<file path="config.mk">
export PLATFORM = sky130hd
export DESIGN_NAME = mask_bounding_box_square_crop_core
export DESIGN_NICKNAME = d
export VERILOG_FILES = /design/src/mbbox_pkg.sv /design/src/mask_bounding_box_square_crop_core.sv
export SDC_FILE = /design/constraint.sdc
export NUM_CORES = 1
export LEC_CHECK = 0
export ABC_AREA = 1
export BUFFER_PORTS_ARGS = -buffer_cell sky130_fd_sc_hd__buf_2
export CAP_MARGIN = 10
export CORE_ASPECT_RATIO = 1.4
export CORE_MARGIN = 4
export CORE_UTILIZATION = 35
export CTS_CLUSTER_DIAMETER = 150
export DETAILED_ROUTE_END_ITERATION = 7
export PLACE_DENSITY_LB_ADDON = 0.1
export SKIP_CTS_REPAIR_TIMING = 1
export SKIP_LAST_GASP = 1
export SLEW_MARGIN = 15
export SYNTH_ARGS = -nofsm -noshare
export SYNTH_HDL_FRONTEND = slang
export SYNTH_SLANG_ARGS = --single-unit
</file>
<file path="constraint.sdc">
create_clock -name clk -period 8.3 [get_ports clk]
set_clock_uncertainty 0.1 [all_clocks]
set_input_delay 1.66 -clock clk [delete_from_list [all_inputs] [get_ports clk]]
set_output_delay 1.66 -clock clk [all_outputs]
set_load 0.1 [all_outputs]
</file>
<file path="src/mbbox_pkg.sv">
// ----------------------------------------------------------------------------
// mbbox_pkg
// Shared types, constants and helpers for the mask bounding box crop core.
// ----------------------------------------------------------------------------
package mbbox_pkg;

	// largest image or mask dimension
	localparam int MAX_DIM = 4096;
	// width of a column or row coordinate
	localparam int COORD_W = $clog2(MAX_DIM);
	// width of a dimension register, holds MAX_DIM itself
	localparam int DIM_W   = COORD_W + 1;
	// signed width of an edge after widening, before the clamp
	localparam int EDGE_W  = COORD_W + 2;

	// configuration register indexes
	typedef enum logic [1:0] {
		CFG_FIXED_ASPECT = 2'd0,
		CFG_MASK_WIDTH   = 2'd1,
		CFG_IMAGE_WIDTH  = 2'd2,
		CFG_IMAGE_HEIGHT = 2'd3
	} cfg_idx_t;

	// running or final bounding box of one frame
	typedef struct packed {
		logic               any_seen;
		logic [COORD_W-1:0] min_col;
		logic [COORD_W-1:0] max_col;
		logic [COORD_W-1:0] min_row;
		logic [COORD_W-1:0] max_row;
	} box_t;

	// zero or out of range dimension behaves as the largest one
	function automatic logic [DIM_W-1:0] eff_dim(input logic [DIM_W-1:0] v);
		logic [DIM_W-1:0] r;
		if (v == '0 || v > DIM_W'(MAX_DIM)) begin
			r = DIM_W'(MAX_DIM);
		end else begin
			r = v;
		end
		return r;
	endfunction

	// clamp a signed edge into [0, hi]
	function automatic logic [COORD_W-1:0] clamp_edge(
		input logic signed [EDGE_W-1:0] v,
		input logic        [COORD_W-1:0] hi
	);
		logic [COORD_W-1:0] r;
		if (v < 0) begin
			r = '0;
		end else if (v > $signed({2'b00, hi})) begin
			r = hi;
		end else begin
			r = v[COORD_W-1:0];
		end
		return r;
	endfunction

endpackage

</file>
<file path="src/mask_bounding_box_square_crop_core.sv">
// ----------------------------------------------------------------------------
// mask_bounding_box_square_crop_core
// Bounding box of a raster-order binary mask, optionally squared and clamped
// to the image, reported once per frame.
// ----------------------------------------------------------------------------
// Throughput: one mask pixel per clock unless out_ready stalls, no frame gaps.
// Result path: the box of a frame is held in the box capture register once
//   its last pixel is taken, then squared and clamped into the result
//   register, which drives the outputs.
// Reset: counters and box clear, fixed_aspect = 1, every dimension = 4096.
module mask_bounding_box_square_crop_core
	import mbbox_pkg::*;
(
	input  logic               clk,
	input  logic               arst_n,
	// configuration writes
	input  logic               cfg_we,
	input  logic [1:0]         cfg_idx,
	input  logic [DIM_W-1:0]   cfg_wdata,
	// pixel requests
	input  logic               in_valid,
	output logic               in_ready,
	input  logic               mask_set,
	input  logic               frame_end,
	// crop results
	output logic               out_valid,
	input  logic               out_ready,
	output logic               found,
	output logic [COORD_W-1:0] left_edge,
	output logic [COORD_W-1:0] top_edge,
	output logic [COORD_W-1:0] right_edge,
	output logic [COORD_W-1:0] bottom_edge
);

	// configuration registers
	logic             fixed_aspect_q;
	logic [DIM_W-1:0] mask_width_q;
	logic [DIM_W-1:0] image_width_q;
	logic [DIM_W-1:0] image_height_q;

	// frame accumulation state
	logic [COORD_W-1:0] col_q;
	logic [COORD_W-1:0] row_q;
	box_t               box_q;
	box_t               box_nxt;

	// captured box and result stage
	logic               valid_s1;
	box_t               box_s1;
	logic               valid_s2;
	logic               found_s2;
	logic [COORD_W-1:0] left_s2;
	logic [COORD_W-1:0] top_s2;
	logic [COORD_W-1:0] right_s2;
	logic [COORD_W-1:0] bottom_s2;

	logic             accept;
	logic             s1_ready;
	logic             s2_ready;
	logic [DIM_W-1:0] mw;
	logic             col_wrap;

	// squaring and clamp signals
	logic [COORD_W-1:0]       dx;
	logic [COORD_W-1:0]       dy;
	logic [COORD_W-1:0]       half_diff;
	logic                     taller;
	logic signed [EDGE_W-1:0] l_wide;
	logic signed [EDGE_W-1:0] r_wide;
	logic signed [EDGE_W-1:0] t_wide;
	logic signed [EDGE_W-1:0] b_wide;
	logic [DIM_W-1:0]         iw_m1;
	logic [DIM_W-1:0]         ih_m1;

	// handshake: the pipeline moves when the next stage has room
	assign s2_ready = !valid_s2 || out_ready;
	assign s1_ready = !valid_s1 || s2_ready;
	assign in_ready = s1_ready;
	assign accept   = in_valid && in_ready;

	// configuration write port
	always_ff @(posedge clk or negedge arst_n) begin
		if (!arst_n) begin
			fixed_aspect_q <= 1'b1;
			mask_width_q   <= DIM_W'(MAX_DIM);
			image_width_q  <= DIM_W'(MAX_DIM);
			image_height_q <= DIM_W'(MAX_DIM);
		end else if (cfg_we) begin
			case (cfg_idx)
				CFG_FIXED_ASPECT: fixed_aspect_q <= cfg_wdata[0];
				CFG_MASK_WIDTH:   mask_width_q   <= cfg_wdata;
				CFG_IMAGE_WIDTH:  image_width_q  <= cfg_wdata;
				CFG_IMAGE_HEIGHT: image_height_q <= cfg_wdata;
				default:          ;
			endcase
		end
	end

	// column wrap at the effective mask width
	assign mw       = eff_dim(mask_width_q);
	assign col_wrap = ({1'b0, col_q} + DIM_W'(1)) >= mw;

	// min and max update for the current pixel
	always_comb begin
		box_nxt = box_q;
		if (mask_set) begin
			if (!box_q.any_seen) begin
				box_nxt.any_seen = 1'b1;
				box_nxt.min_col  = col_q;
				box_nxt.max_col  = col_q;
				box_nxt.min_row  = row_q;
				box_nxt.max_row  = row_q;
			end else begin
				if (col_q < box_q.min_col) box_nxt.min_col = col_q;
				if (col_q > box_q.max_col) box_nxt.max_col = col_q;
				if (row_q < box_q.min_row) box_nxt.min_row = row_q;
				if (row_q > box_q.max_row) box_nxt.max_row = row_q;
			end
		end
	end

	// frame accumulation, cleared after the last pixel
	always_ff @(posedge clk or negedge arst_n) begin
		if (!arst_n) begin
			col_q            <= '0;
			row_q            <= '0;
			box_q.any_seen   <= 1'b0;
			box_q.min_col    <= '1;
			box_q.max_col    <= '0;
			box_q.min_row    <= '1;
			box_q.max_row    <= '0;
		end else if (accept) begin
			if (frame_end) begin
				col_q            <= '0;
				row_q            <= '0;
				box_q.any_seen   <= 1'b0;
				box_q.min_col    <= '1;
				box_q.max_col    <= '0;
				box_q.min_row    <= '1;
				box_q.max_row    <= '0;
			end else begin
				box_q <= box_nxt;
				if (col_wrap) begin
					col_q <= '0;
					if (row_q != '1) row_q <= row_q + COORD_W'(1);
				end else begin
					col_q <= col_q + COORD_W'(1);
				end
			end
		end
	end

	// box capture stage
	always_ff @(posedge clk or negedge arst_n) begin
		if (!arst_n) begin
			valid_s1 <= 1'b0;
		end else if (s1_ready) begin
			valid_s1 <= accept && frame_end;
		end
	end

	always_ff @(posedge clk) begin
		if (accept && frame_end) box_s1 <= box_nxt;
	end

	// squaring: widen the shorter side by half the difference on both ends
	assign dx     = box_s1.max_col - box_s1.min_col;
	assign dy     = box_s1.max_row - box_s1.min_row;
	assign taller = dy > dx;

	always_comb begin
		half_diff = taller ? ((dy - dx) >> 1) : ((dx - dy) >> 1);
		l_wide = $signed({2'b00, box_s1.min_col});
		r_wide = $signed({2'b00, box_s1.max_col});
		t_wide = $signed({2'b00, box_s1.min_row});
		b_wide = $signed({2'b00, box_s1.max_row});
		if (fixed_aspect_q) begin
			if (taller) begin
				l_wide = l_wide - $signed({2'b00, half_diff});
				r_wide = r_wide + $signed({2'b00, half_diff});
			end else begin
				t_wide = t_wide - $signed({2'b00, half_diff});
				b_wide = b_wide + $signed({2'b00, half_diff});
			end
		end
	end

	// last valid column and row of the image
	assign iw_m1 = eff_dim(image_width_q) - DIM_W'(1);
	assign ih_m1 = eff_dim(image_height_q) - DIM_W'(1);

	// result stage
	always_ff @(posedge clk or negedge arst_n) begin
		if (!arst_n) begin
			valid_s2 <= 1'b0;
		end else if (s2_ready) begin
			valid_s2 <= valid_s1;
		end
	end

	always_ff @(posedge clk) begin
		if (s2_ready && valid_s1) begin
			found_s2 <= box_s1.any_seen;
			if (box_s1.any_seen) begin
				left_s2   <= clamp_edge(l_wide, iw_m1[COORD_W-1:0]);
				right_s2  <= clamp_edge(r_wide, iw_m1[COORD_W-1:0]);
				top_s2    <= clamp_edge(t_wide, ih_m1[COORD_W-1:0]);
				bottom_s2 <= clamp_edge(b_wide, ih_m1[COORD_W-1:0]);
			end else begin
				left_s2   <= '0;
				right_s2  <= '0;
				top_s2    <= '0;
				bottom_s2 <= '0;
			end
		end
	end

	assign out_valid   = valid_s2;
	assign found       = found_s2;
	assign left_edge   = left_s2;
	assign top_edge    = top_s2;
	assign right_edge  = right_s2;
	assign bottom_edge = bottom_s2;

	// state is cleared after the last pixel of a frame
	a_frame_clear: assert property (@(posedge clk) disable iff (!arst_n)
		accept && frame_end |=> !box_q.any_seen && col_q == '0 && row_q == '0)
		else $error("frame state not cleared after last pixel");

	// a found box is never inverted
	a_box_order: assert property (@(posedge clk) disable iff (!arst_n)
		out_valid && found |-> left_edge <= right_edge && top_edge <= bottom_edge)
		else $error("crop rectangle inverted");

	// an empty frame reports all edges zero
	a_empty_zero: assert property (@(posedge clk) disable iff (!arst_n)
		out_valid && !found |-> left_edge == '0 && top_edge == '0
			&& right_edge == '0 && bottom_edge == '0)
		else $error("empty frame with nonzero edges");

endmodule

</file>
==> results of run 1 <==
==> cell families (layout without fill, tap and decap cells) <==
kind of cell | Yosys count | in the layout
flip-flops | 213 | 213
XOR/XNOR | 75 | 75
buffers and inverters | 448 | 546
AND/OR/NAND/NOR | 855 | 855
adder cells (fa/ha/maj) | 206 | 206
AO/OA/AOI/OAI | 452 | 452
multiplexers | 2 | 2
==> per-layer routing <==
metal / track usage, % / part of all wire [%] / up-vias
li1: - / - / 7616
met1: 24.3 / 42 / 6929
met3: 1.89 / 3.4 / 103
met2: 36.2 / 50 / 289
met4: 8.95 / 5.2 / 0
met5: 0 / 0 / -
==> flip-flops by register name, indices dropped and copies added (netlist names) <==
| name | cells |
|---|---|
| image_width_q | 13 |
| valid_s1 | 1 |
| top_edge | 12 |
| bottom_edge | 12 |
| box_q | 49 |
| fixed_aspect_q | 1 |
| image_height_q | 13 |
| row_q | 12 |
| box_s1 | 49 |
| mask_width_q | 13 |
| found | 1 |
| col_q | 12 |
| left_edge | 12 |
| right_edge | 12 |
| out_valid | 1 |
==> worst paths after layout <==
path / from / to / slack (ps) / cells after the start
setup / recovery: box_s1[0] / left_edge[11] / 670 / 44
hold / removal: image_width_q[4] / image_width_q[4] / 390 / 2
setup reg to reg: box_s1[0] / left_edge[11] / 670 / 44
hold reg to reg: image_width_q[4] / image_width_q[4] / 390 / 2
max in group asynchronous: arst_n / image_height_q[3] / 5700 / 2
min in group asynchronous: arst_n / box_q[7] / 1040 / 1
==> layout make-up <==
class | count | share of cell area, %
Timing Repair Buffer | 101 | 3.10
Clock inverter | 9 | 0.321
Inverter | 399 | 7.85
Multi-Input combinational cell | 1590 | 50.2
Tap cell | 630 | 4.12
Clock buffer | 37 | 3.72
Sequential cell | 213 | 30.6
==> Yosys cell counts, drive strengths merged (2+ instances only) <==
cell type  instances
nand2            509
inv              399
ha               198
o21ai            175
nor2             165
a21oi            147
nand3            105
edfxtp            98
dfrtp             87
xor2              59
o22ai             52
clkbuf            34
dfstp             28
nand4             28
nor3              26
xnor2             16
buf               15
o211ai            12
a21o              10
o21bai             9
a211oi             8
fa                 8
or2                8
a31oi              7
nor4               7
o32ai              7
a221oi             6
o21a               5
nand3b             3
o221ai             3
o31ai              3
a22oi              2
a32o               2
and2               2
mux2i              2
nor3b              2
==> worst min-delay path, stage by stage, from the launching register on <==
cell and delay, ps:
sky130_fd_sc_hd__dfrtp_1 340, sky130_fd_sc_hd__nand2_1 50, sky130_fd_sc_hd__o21ai_0 60
==> power by group <==
group	switching (W)	internal [W]
registers	0.000102	0.00132
logic	0.00352	0.00172
clock network	0.000467	0.000597
==> layout by cell type, fill, tap and decap left out, drive strengths merged, types with 3 or more instances in the layout <==
cell and count:
ha 198, edfxtp 98, dfstp 28, or2 8, xnor2 16, dfrtp 87, o31ai 3, o211ai 12
nor3 26, fa 8, nand3 105, nand2 509, o21bai 9, o221ai 3, nor2 165, clkbuf 37
buf 101, clkinv 6, o32ai 7, nand4 28, o21a 5, a21o 10, nor4 7, a211oi 8
o21ai 175, xor2 59, inv 401, nand3b 3, a31oi 7, a21oi 147, o22ai 52, a221oi 6
==> per-stage QoR <==
stage / area [um2] / total power (W) / utilization [%]
CTS: 19000 / 0.00768 / 39.4
finish: 19100 / 0.00773 / 39.6
floorplan: 17100 / 0.00525 / -
global route: 19100 / 0.00847 / 39.6
global placement: 18200 / 0.00655 / 37.8
detailed placement: 18200 / 0.00658 / 37.8
==> impl_metrics.xml, run 1 <==
<?xml version="1.0" encoding="UTF-8"?>
<metrics>
  <group name="cells_and_area">
    <metric name="drive_gt1_share" unit="%">9.49</metric>
    <metric name="flow.area_growth_from_synthesis" unit="%">11.6</metric>
    <metric name="nNetsFinal" unit="">2558</metric>
    <metric name="stdcell_count" unit="">2979</metric>
    <metric name="total_inserted_antenna_cells" unit="">0</metric>
    <metric name="fillCellCount" unit="">5085</metric>
    <metric name="area_of_the_multi_input_gates" unit="mm2">0.00960</metric>
    <metric name="seqCellArea" unit="mm2">0.00586</metric>
  </group>
  <group name="sta">
    <metric name="final_hold_violation_count" unit="">0</metric>
    <metric name="finalHoldWorstSlack" unit="ps">388</metric>
    <metric name="setup_repair_after_global_routing_missed_its_margin" unit="">yes</metric>
    <metric name="maxClockFrequency" unit="MHz">131</metric>
    <metric name="setup-violations-final" unit="">0</metric>
    <metric name="worst-slew-pin-transition" unit="ps">969</metric>
    <metric name="drv_slew" unit="">0</metric>
    <metric name="time_the_worst_path_needs_with_i_o_delays_and_setup" unit="ps">7630</metric>
    <metric name="fin_tns_setup" unit="ps">0</metric>
    <metric name="worst_slew_margin_rel" unit="%">34.7</metric>
    <metric name="finalWorstSetupSlack" unit="ps">673</metric>
    <metric name="timing.final.crit_share" unit="%">91.9</metric>
  </group>
  <group name="cts">
    <metric name="cts.root.buffer_cell" unit="">sky130_fd_sc_hd__clkbuf_16</metric>
    <metric name="cts_sinks" unit="">213</metric>
    <metric name="maximum_count_of_clock_buffers_along_a_single_path" unit="">3</metric>
    <metric name="clk_pin_slew" unit="ps">70</metric>
    <metric name="h-tree-depth" unit="">1</metric>
    <metric name="tritoncts.num_buffers" unit="">25</metric>
    <metric name="clkLatencyLatePin" unit="ps">560</metric>
    <metric name="cts_tree" unit="">built</metric>
  </group>
  <group name="global_route">
    <metric name="grt_first_pass_wirelength" unit="mm">84.0</metric>
    <metric name="gr_overflow_total" unit="">0</metric>
    <metric name="number_of_global_route_vias_before_repair" unit="">14900</metric>
    <metric name="antenna_found_initial" unit="">0</metric>
    <metric name="pin_count_of_the_biggest_net_entering_global_routing" unit="">63</metric>
    <metric name="grt_use_total" unit="%">20.1</metric>
  </group>
  <group name="placed_design">
    <metric name="io_buffer_count" unit="">72</metric>
    <metric name="dp_cells" unit="">2929</metric>
    <metric name="post_place_worst_slack" unit="ps">259</metric>
    <metric name="hpwl" unit="mm">43.9</metric>
    <metric name="place.gp.congestion" unit="">0.947</metric>
  </group>
  <group name="die">
    <metric name="rows" unit="">95</metric>
    <metric name="initial_core_utilization" unit="%">35.5</metric>
    <metric name="floorplan.die_area" unit="mm2">0.0526</metric>
    <metric name="core_area" unit="mm2">0.0483</metric>
    <metric name="ios" unit="">73</metric>
    <metric name="die-height" unit="um">270</metric>
    <metric name="die_w" unit="um">195</metric>
  </group>
  <group name="power">
    <metric name="leakagePower" unit="nW">9.76</metric>
    <metric name="ir_worst_vdd" unit="V">0.000279</metric>
    <metric name="powerDensity" unit="mW/mm2">404</metric>
  </group>
  <group name="synth">
    <metric name="fraction_of_the_mapped_netlist_area_in_adder_cells" unit="%">15.4</metric>
    <metric name="synth-seq-cells" unit="">213</metric>
    <metric name="number_of_synthesized_flops_with_an_enable_pin" unit="">98</metric>
    <metric name="postSynth.topFlopCell" unit="">sky130_fd_sc_hd__edfxtp_1</metric>
    <metric name="synth_simple_gate_area_share" unit="%">21.3</metric>
    <metric name="yosys_warnings" unit="">0</metric>
    <metric name="muxShareOfSynthArea" unit="%">0.117</metric>
    <metric name="synth.top_cells.by_area" unit="">sky130_fd_sc_hd__edfxtp_1, sky130_fd_sc_hd__ha_1, sky130_fd_sc_hd__dfrtp_1, sky130_fd_sc_hd__nand2_1, sky130_fd_sc_hd__inv_1</metric>
    <metric name="ys_async_sr_fraction" unit="%">54.0</metric>
    <metric name="netlist.top_cell.by_area" unit="">sky130_fd_sc_hd__edfxtp_1</metric>
    <metric name="average_cell_area_after_synthesis" unit="um2">7.61</metric>
    <metric name="synth_top_area_share" unit="%">17.2</metric>
    <metric name="yosysSeqAreaShare" unit="%">34.2</metric>
    <metric name="synth_cell_types" unit="">57</metric>
    <metric name="synth_compound_area_share" unit="%">15.0</metric>
    <metric name="synth.net_count" unit="">2479</metric>
    <metric name="syn-instance-count" unit="">2251</metric>
    <metric name="post_synth_instance_area" unit="mm2">0.0171</metric>
    <metric name="synthXorXnorAreaFrac" unit="%">3.84</metric>
    <metric name="synth_top_family_by_area" unit="">simple AND/OR/NAND/NOR gates</metric>
  </group>
  <group name="flow_run">
    <metric name="max_cap_viol_count" unit="">0</metric>
  </group>
  <group name="route">
    <metric name="post-route-drc-count" unit="">0</metric>
    <metric name="viasPerCell" unit="">5.01</metric>
    <metric name="drt_first_pass_iters" unit="">5</metric>
    <metric name="vias" unit="">14900</metric>
    <metric name="routed_wirelength" unit="mm">54.3</metric>
    <metric name="first_iter_violations" unit="">818</metric>
    <metric name="postRouteAntennaNets" unit="">0</metric>
    <metric name="routed_wire_length_per_instance" unit="um">18.2</metric>
  </group>
  <group name="worst_setup_path">
    <metric name="worst_path_most_repeated_cell" unit="">sky130_fd_sc_hd__nand2_1</metric>
    <metric name="critical_path.slowest_cell" unit="">sky130_fd_sc_hd__fa_1</metric>
    <metric name="setup.worst_path.start_class" unit="">flop</metric>
    <metric name="critPathArrivalTime" unit="ps">7800</metric>
    <metric name="worst-endpoint-required" unit="ps">8480</metric>
    <metric name="path_max_fanout" unit="">14</metric>
    <metric name="cp.buffers_inverters" unit="">7</metric>
    <metric name="worst-setup-path-type" unit="">flop to flop</metric>
    <metric name="timing.critical_path.to_type" unit="">flop</metric>
    <metric name="crit_path_max_incr_delay" unit="ps">410</metric>
    <metric name="timing.critical_path.max_delay_family" unit="">simple AND/OR/NAND/NOR gates</metric>
  </group>
  <group name="min_path">
    <metric name="min_path_type" unit="">flop to flop</metric>
  </group>
  <group name="outcome">
    <metric name="run_status" unit="">finished, final reports clean</metric>
  </group>
</metrics>
(Power assumes the default switching activity.)
==> inputs of run 2 (changes only) <==
--- a/config.mk
+++ b/config.mk
@@ -8,11 +8,12 @@
 export ABC_AREA = 1
 export BUFFER_PORTS_ARGS = -buffer_cell sky130_fd_sc_hd__buf_2
 export CAP_MARGIN = 10
-export CORE_ASPECT_RATIO = 1.4
+export CORE_ASPECT_RATIO = 0.75
 export CORE_MARGIN = 4
 export CORE_UTILIZATION = 35
 export CTS_CLUSTER_DIAMETER = 150
 export DETAILED_ROUTE_END_ITERATION = 7
+export GPL_ROUTABILITY_DRIVEN = 0
 export PLACE_DENSITY_LB_ADDON = 0.1
 export SKIP_CTS_REPAIR_TIMING = 1
 export SKIP_LAST_GASP = 1
==> run 2 against run 1 <==
Sequential share of layout area is 0.068 points lower. Wire length is 1.4% lower. Power is 0.75% higher. Critical path type unchanged.
==> impl_metrics.xml, run 2 (synthesis results as in run 1) <==
<?xml version="1.0" encoding="UTF-8"?>
<metrics>
  <group name="global_route">
    <metric name="number_of_global_route_vias_before_repair" unit="">14300</metric>
    <metric name="grt_use_total" unit="%">20.1</metric>
    <metric name="grt_first_pass_wirelength" unit="mm">83.1</metric>
    <metric name="pin_count_of_the_biggest_net_entering_global_routing" unit="">80</metric>
    <metric name="antenna_found_initial" unit="">0</metric>
    <metric name="gr_overflow_total" unit="">0</metric>
  </group>
  <group name="cts">
    <metric name="h-tree-depth" unit="">1</metric>
    <metric name="maximum_count_of_clock_buffers_along_a_single_path" unit="">3</metric>
    <metric name="clkLatencyLatePin" unit="ps">570</metric>
    <metric name="cts_sinks" unit="">213</metric>
    <metric name="cts.root.buffer_cell" unit="">sky130_fd_sc_hd__clkbuf_16</metric>
    <metric name="tritoncts.num_buffers" unit="">25</metric>
    <metric name="clk_pin_slew" unit="ps">60</metric>
    <metric name="cts_tree" unit="">built</metric>
  </group>
  <group name="sta">
    <metric name="worst-slew-pin-transition" unit="ps">1060</metric>
    <metric name="setup-violations-final" unit="">0</metric>
    <metric name="time_the_worst_path_needs_with_i_o_delays_and_setup" unit="ps">7630</metric>
    <metric name="worst_slew_margin_rel" unit="%">29.2</metric>
    <metric name="fin_tns_setup" unit="ps">0</metric>
    <metric name="drv_slew" unit="">0</metric>
    <metric name="final_hold_violation_count" unit="">0</metric>
    <metric name="finalWorstSetupSlack" unit="ps">666</metric>
    <metric name="maxClockFrequency" unit="MHz">131</metric>
    <metric name="timing.final.crit_share" unit="%">92.0</metric>
  </group>
  <group name="power">
    <metric name="ir_worst_vdd" unit="V">0.000272</metric>
    <metric name="leakagePower" unit="nW">9.77</metric>
    <metric name="powerDensity" unit="mW/mm2">407</metric>
  </group>
  <group name="worst_setup_path">
    <metric name="worst-endpoint-required" unit="ps">8490</metric>
    <metric name="crit_path_max_incr_delay" unit="ps">420</metric>
    <metric name="setup.worst_path.start_class" unit="">flop</metric>
    <metric name="timing.critical_path.to_type" unit="">flop</metric>
    <metric name="critPathArrivalTime" unit="ps">7820</metric>
    <metric name="critical_path.slowest_cell" unit="">sky130_fd_sc_hd__edfxtp_1</metric>
    <metric name="path_max_fanout" unit="">14</metric>
    <metric name="worst-setup-path-type" unit="">flop to flop</metric>
  </group>
  <group name="flow_run">
    <metric name="max_cap_viol_count" unit="">0</metric>
  </group>
  <group name="route">
    <metric name="routed_wire_length_per_instance" unit="um">18.0</metric>
    <metric name="viasPerCell" unit="">5.07</metric>
    <metric name="drt_first_pass_iters" unit="">5</metric>
    <metric name="routed_wirelength" unit="mm">53.6</metric>
    <metric name="first_iter_violations" unit="">1124</metric>
    <metric name="vias" unit="">15100</metric>
    <metric name="post-route-drc-count" unit="">0</metric>
    <metric name="postRouteAntennaNets" unit="">0</metric>
  </group>
  <group name="outcome">
    <metric name="run_status" unit="">finished, final reports clean</metric>
  </group>
  <group name="placed_design">
    <metric name="hpwl" unit="mm">42.9</metric>
    <metric name="io_buffer_count" unit="">72</metric>
    <metric name="post_place_worst_slack" unit="ps">222</metric>
  </group>
  <group name="cells_and_area">
    <metric name="layout.cells.most_common_list" unit="">sky130_fd_sc_hd__nand2_1, sky130_fd_sc_hd__inv_1, sky130_fd_sc_hd__ha_1</metric>
    <metric name="drive_gt1_share" unit="%">9.10</metric>
    <metric name="fillCellCount" unit="">4973</metric>
    <metric name="nNetsFinal" unit="">2550</metric>
    <metric name="flow.area_growth_from_synthesis" unit="%">11.9</metric>
    <metric name="commonest_non_fill_non_tap_cell_in_the_layout" unit="">sky130_fd_sc_hd__nand2_1</metric>
    <metric name="reg_top3" unit="">box_q x49, box_s1 x49</metric>
    <metric name="total_inserted_antenna_cells" unit="">0</metric>
  </group>
  <group name="die">
    <metric name="initial_core_utilization" unit="%">35.8</metric>
    <metric name="die_w" unit="um">263</metric>
    <metric name="ios" unit="">73</metric>
    <metric name="core_area" unit="mm2">0.0478</metric>
    <metric name="floorplan.die_area" unit="mm2">0.0526</metric>
    <metric name="rows" unit="">69</metric>
    <metric name="die-height" unit="um">200</metric>
  </group>
  <group name="min_path">
    <metric name="min_path_type" unit="">flop to flop</metric>
  </group>
</metrics>
==> run 2: cell types whose count changed in the layout (fill, tap and decap cells not counted), moves of 2 or more <==
cell	delta
sky130_fd_sc_hd__clkinv_2	-2
sky130_fd_sc_hd__bufinv_16	+3
sky130_fd_sc_hd__o31ai_2	-2
sky130_fd_sc_hd__o21ai_0	+2
sky130_fd_sc_hd__o21ai_1	-3
sky130_fd_sc_hd__o31ai_1	+2
sky130_fd_sc_hd__clkbuf_1	-5
sky130_fd_sc_hd__clkbuf_8	+2
sky130_fd_sc_hd__clkinv_1	+4
sky130_fd_sc_hd__buf_4	-9
==> run 2: report_power, final <==
part,leakage (nW),internal (W),switching (W)
logic,6.97,0.00167,0.00349
clock network,0.427,0.000703,0.000479
registers,2.37,0.00132,0.000116
==> run 2: final timing paths <==
path                       slack [ps]  cells after the start        startpoint          endpoint
hold / removal                    380                      2  image_width_q[4]  image_width_q[4]
setup reg to reg                  670                     47        box_s1[14]     right_edge[3]
hold reg to reg                   380                      2  image_width_q[4]  image_width_q[4]
setup / recovery                  670                     47        box_s1[14]     right_edge[3]
min in group asynchronous         980                      1            arst_n          row_q[3]
max in group asynchronous        6000                      3            arst_n  mask_width_q[12]
==> run 2: stage by stage <==
step	total power, W	cells	hold WS (ps)	instance area [um2]	util, %
2_1_floorplan	0.00525	2251	321	17100	-
3_3_place_gp	0.00648	2928	371	18200	38.0
3_5_place_dp	0.00649	2928	378	18200	38.0
4_1_cts	0.00772	2974	393	19100	39.8
5_1_grt	0.00854	2980	417	19200	40.1
6_report	0.00779	2980	385	19200	40.1
==> run 2: area by class of cell <==
class / count / area (um2) / area share, %
clock buffer: 34 / 721 / 3.76
tap: 639 / 800 / 4.17
inverter: 399 / 1500 / 7.82
clock inverter: 12 / 150 / 0.784
multi-input combinational: 1591 / 9600 / 50.1
timing repair buffer: 92 / 533 / 2.78
sequential: 213 / 5860 / 30.6
==> run 2: per-layer routing <==
layer	share of wire, %	wire length (um)	vias to the layer above	track usage, %
met5	0	0	-	0
met3	6.1	3250	72	3.50
li1	-	-	7595	-
met4	2.3	1240	0	4.29
met2	40	21500	397	29.3
met1	51	27600	7049	30.9
==> run 2: worst max-delay path: cells and delay by family (launching register included) <==
kind,cells,cell delay [ps]
compound gates,19,2780
simple gates,13,1380
fa+ha+maj,4,1330
buf+inv,8,790
xor+xnor,3,510
flops,1,420
==> inputs of run 3 (changes only) <==
--- a/config.mk
+++ b/config.mk
@@ -15,6 +15,7 @@
 export DETAILED_ROUTE_END_ITERATION = 7
 export GPL_ROUTABILITY_DRIVEN = 0
 export PLACE_DENSITY_LB_ADDON = 0.1
+export REMOVE_ABC_BUFFERS = 1
 export SKIP_CTS_REPAIR_TIMING = 1
 export SKIP_LAST_GASP = 1
 export SLEW_MARGIN = 15
==> run 3 against run 2 <==
First-iteration DRC count up 11%. Via count up 0.82%. Critical path type unchanged. Clock power rose by 8%. Worst hold slack improved by 4.2 ps. Worst setup slack got worse by 24 ps. Flip-flop and latch count stayed put. Global-route usage rose by 0.33 points. Core utilization up 0.20 points. Power grew 2.1%. Cell count rose by 0.27%. Die area did not move. Largest power group unchanged. Fmax fell by 0.31%.
==> impl_metrics.xml, run 3 (synthesis results as in run 1) <==
<?xml version="1.0" encoding="UTF-8"?>
<metrics>
  <group name="outcome">
    <metric name="run_status" unit="">finished, final reports clean</metric>
  </group>
  <group name="sta">
    <metric name="setup-violations-final" unit="">0</metric>
    <metric name="time_the_worst_path_needs_with_i_o_delays_and_setup" unit="ps">7660</metric>
    <metric name="setup_repair_after_global_routing_missed_its_margin" unit="">no</metric>
    <metric name="final_hold_violation_count" unit="">0</metric>
    <metric name="timing.final.crit_share" unit="%">92.3</metric>
    <metric name="worst_slew_margin_rel" unit="%">30.1</metric>
    <metric name="maxClockFrequency" unit="MHz">131</metric>
    <metric name="worst-slew-pin-transition" unit="ps">1050</metric>
    <metric name="fin_tns_setup" unit="ps">0</metric>
    <metric name="drv_slew" unit="">0</metric>
  </group>
  <group name="worst_setup_path">
    <metric name="cp.buffers_inverters" unit="">6</metric>
    <metric name="crit_start" unit="">box_s1[24]</metric>
    <metric name="critical_path.slowest_cell" unit="">sky130_fd_sc_hd__edfxtp_1</metric>
    <metric name="setup.worst_path.start_class" unit="">flop</metric>
    <metric name="critPathArrivalTime" unit="ps">7870</metric>
    <metric name="timing.critical_path.to_type" unit="">flop</metric>
    <metric name="worst_path_most_repeated_cell" unit="">sky130_fd_sc_hd__nand2_1</metric>
    <metric name="path_max_fanout" unit="">14</metric>
    <metric name="timing.critical_path.max_delay_family" unit="">compound AO/OA/AOI/OAI gates</metric>
    <metric name="worst-setup-path-type" unit="">flop to flop</metric>
    <metric name="reg2reg_from" unit="">box_s1[24]</metric>
    <metric name="worst-endpoint-required" unit="ps">8510</metric>
    <metric name="crit_path_max_incr_delay" unit="ps">400</metric>
  </group>
  <group name="route">
    <metric name="detailroute.wirelength.met3" unit="mm">3.83</metric>
    <metric name="vias" unit="">15200</metric>
    <metric name="viasPerCell" unit="">5.10</metric>
    <metric name="met2_wl_post_dr" unit="mm">21.4</metric>
    <metric name="postRouteAntennaNets" unit="">0</metric>
    <metric name="wl_met1" unit="mm">28.5</metric>
    <metric name="routed.top_layer" unit="">met4</metric>
    <metric name="first_iter_violations" unit="">1244</metric>
    <metric name="routed_wirelength" unit="mm">54.6</metric>
    <metric name="post-route-drc-count" unit="">0</metric>
    <metric name="routed_wire_length_per_instance" unit="um">18.3</metric>
    <metric name="drt_first_pass_iters" unit="">5</metric>
  </group>
  <group name="cts">
    <metric name="cts.root.buffer_cell" unit="">sky130_fd_sc_hd__clkbuf_16</metric>
    <metric name="clkLatencyLatePin" unit="ps">580</metric>
    <metric name="h-tree-depth" unit="">1</metric>
    <metric name="clk_pin_slew" unit="ps">60</metric>
    <metric name="cts_tree" unit="">built</metric>
    <metric name="cts_sinks" unit="">213</metric>
    <metric name="tritoncts.num_buffers" unit="">26</metric>
    <metric name="maximum_count_of_clock_buffers_along_a_single_path" unit="">3</metric>
  </group>
  <group name="cells_and_area">
    <metric name="fillCellCount" unit="">5018</metric>
    <metric name="flow.area_growth_from_synthesis" unit="%">12.5</metric>
    <metric name="commonest_non_fill_non_tap_cell_in_the_layout" unit="">sky130_fd_sc_hd__nand2_1</metric>
    <metric name="nNetsFinal" unit="">2557</metric>
    <metric name="drive_gt1_share" unit="%">9.54</metric>
    <metric name="reg_top3" unit="">box_q x49, box_s1 x49</metric>
    <metric name="layout.cells.most_common_list" unit="">sky130_fd_sc_hd__nand2_1, sky130_fd_sc_hd__inv_1, sky130_fd_sc_hd__ha_1</metric>
    <metric name="finish.utilization" unit="%">40.3</metric>
    <metric name="total_inserted_antenna_cells" unit="">0</metric>
  </group>
  <group name="global_route">
    <metric name="grt_first_pass_wirelength" unit="mm">83.7</metric>
    <metric name="gr_overflow_total" unit="">0</metric>
    <metric name="pin_count_of_the_biggest_net_entering_global_routing" unit="">71</metric>
    <metric name="number_of_global_route_vias_before_repair" unit="">14200</metric>
    <metric name="grt_use_total" unit="%">20.4</metric>
    <metric name="antenna_found_initial" unit="">5</metric>
  </group>
  <group name="placed_design">
    <metric name="io_buffer_count" unit="">72</metric>
    <metric name="hpwl" unit="mm">43.5</metric>
  </group>
  <group name="die">
    <metric name="rows" unit="">69</metric>
    <metric name="die-height" unit="um">200</metric>
    <metric name="ios" unit="">73</metric>
    <metric name="initial_core_utilization" unit="%">35.8</metric>
    <metric name="core_area" unit="mm2">0.0478</metric>
    <metric name="floorplan.die_area" unit="mm2">0.0526</metric>
    <metric name="die_w" unit="um">263</metric>
  </group>
  <group name="flow_run">
    <metric name="max_cap_viol_count" unit="">0</metric>
  </group>
  <group name="power">
    <metric name="leakagePower" unit="nW">9.80</metric>
    <metric name="ir_worst_vdd" unit="V">0.000230</metric>
    <metric name="powerDensity" unit="mW/mm2">413</metric>
  </group>
  <group name="min_path">
    <metric name="min_path_type" unit="">flop to flop</metric>
    <metric name="hp-start" unit="">image_width_q[7]</metric>
  </group>
</metrics>
## run 3: cell count changes in the layout (fill, tap and decap cells not counted), sizes merged, moves of 2 or more
| cell | change |
|---|---|
| clkbuf | -2 |
| buf | +5 |
| clkinvlp | +5 |
| bufinv | +2 |
| inv | -2 |
## run 3: cell type report
type	instances	area [um2]	area share (%)
clock inverter	16	253	1.31
multi-input combinational	1592	9590	49.8
tap	639	800	4.15
sequential	213	5860	30.4
clock buffer	32	703	3.65
inverter	399	1500	7.79
timing repair buffer	97	551	2.86
## run 3: metrics by stage
| step | instance area, um2 | worst slack (ps) | total power (W) | hold slack [ps] | instances |
|---|---|---|---|---|---|
| CTS | 19200 | 243 | 0.00781 | 392 | 2978 |
| floorplan | 16900 | 1150 | 0.00518 | 347 | 2202 |
| finish | 19300 | 642 | 0.00795 | 389 | 2988 |
| global placement | 18200 | 483 | 0.00649 | 369 | 2930 |
| global route | 19300 | 18.7 | 0.00866 | 407 | 2988 |
| detailed placement | 18200 | 249 | 0.00650 | 377 | 2930 |
## run 3: per-layer routing
| metal | up-vias | track usage, % |
|---|---|---|
| li1 | 7642 | - |
| met2 | 409 | 29.1 |
| met5 | - | 0 |
| met3 | 49 | 3.51 |
| met4 | 0 | 3.13 |
| met1 | 7137 | 32.4 |
## run 3: worst paths after layout
kind	slack, ps	end	cells after the start
min in group asynchronous	970	mask_width_q[8]	1
setup / recovery	640	right_edge[7]	47
max in group asynchronous	5730	box_q[5]	2
setup reg to reg	640	right_edge[7]	47
hold / removal	390	image_width_q[7]	2
hold reg to reg	390	image_width_q[7]	2
## run 3: power by group
group          total (W)  internal [W]  switching, W
logic            0.00523       0.00171       0.00352
registers        0.00144       0.00132      0.000120
clock network    0.00128      0.000765      0.000513
## run 3: tightest hold or removal path, delay by kind of cell, from the launching register on
family             cells  cell delay, ps
AOI/OAI and AO/OA      1              50
DFF                    1             350
and+or+nand+nor        1              50
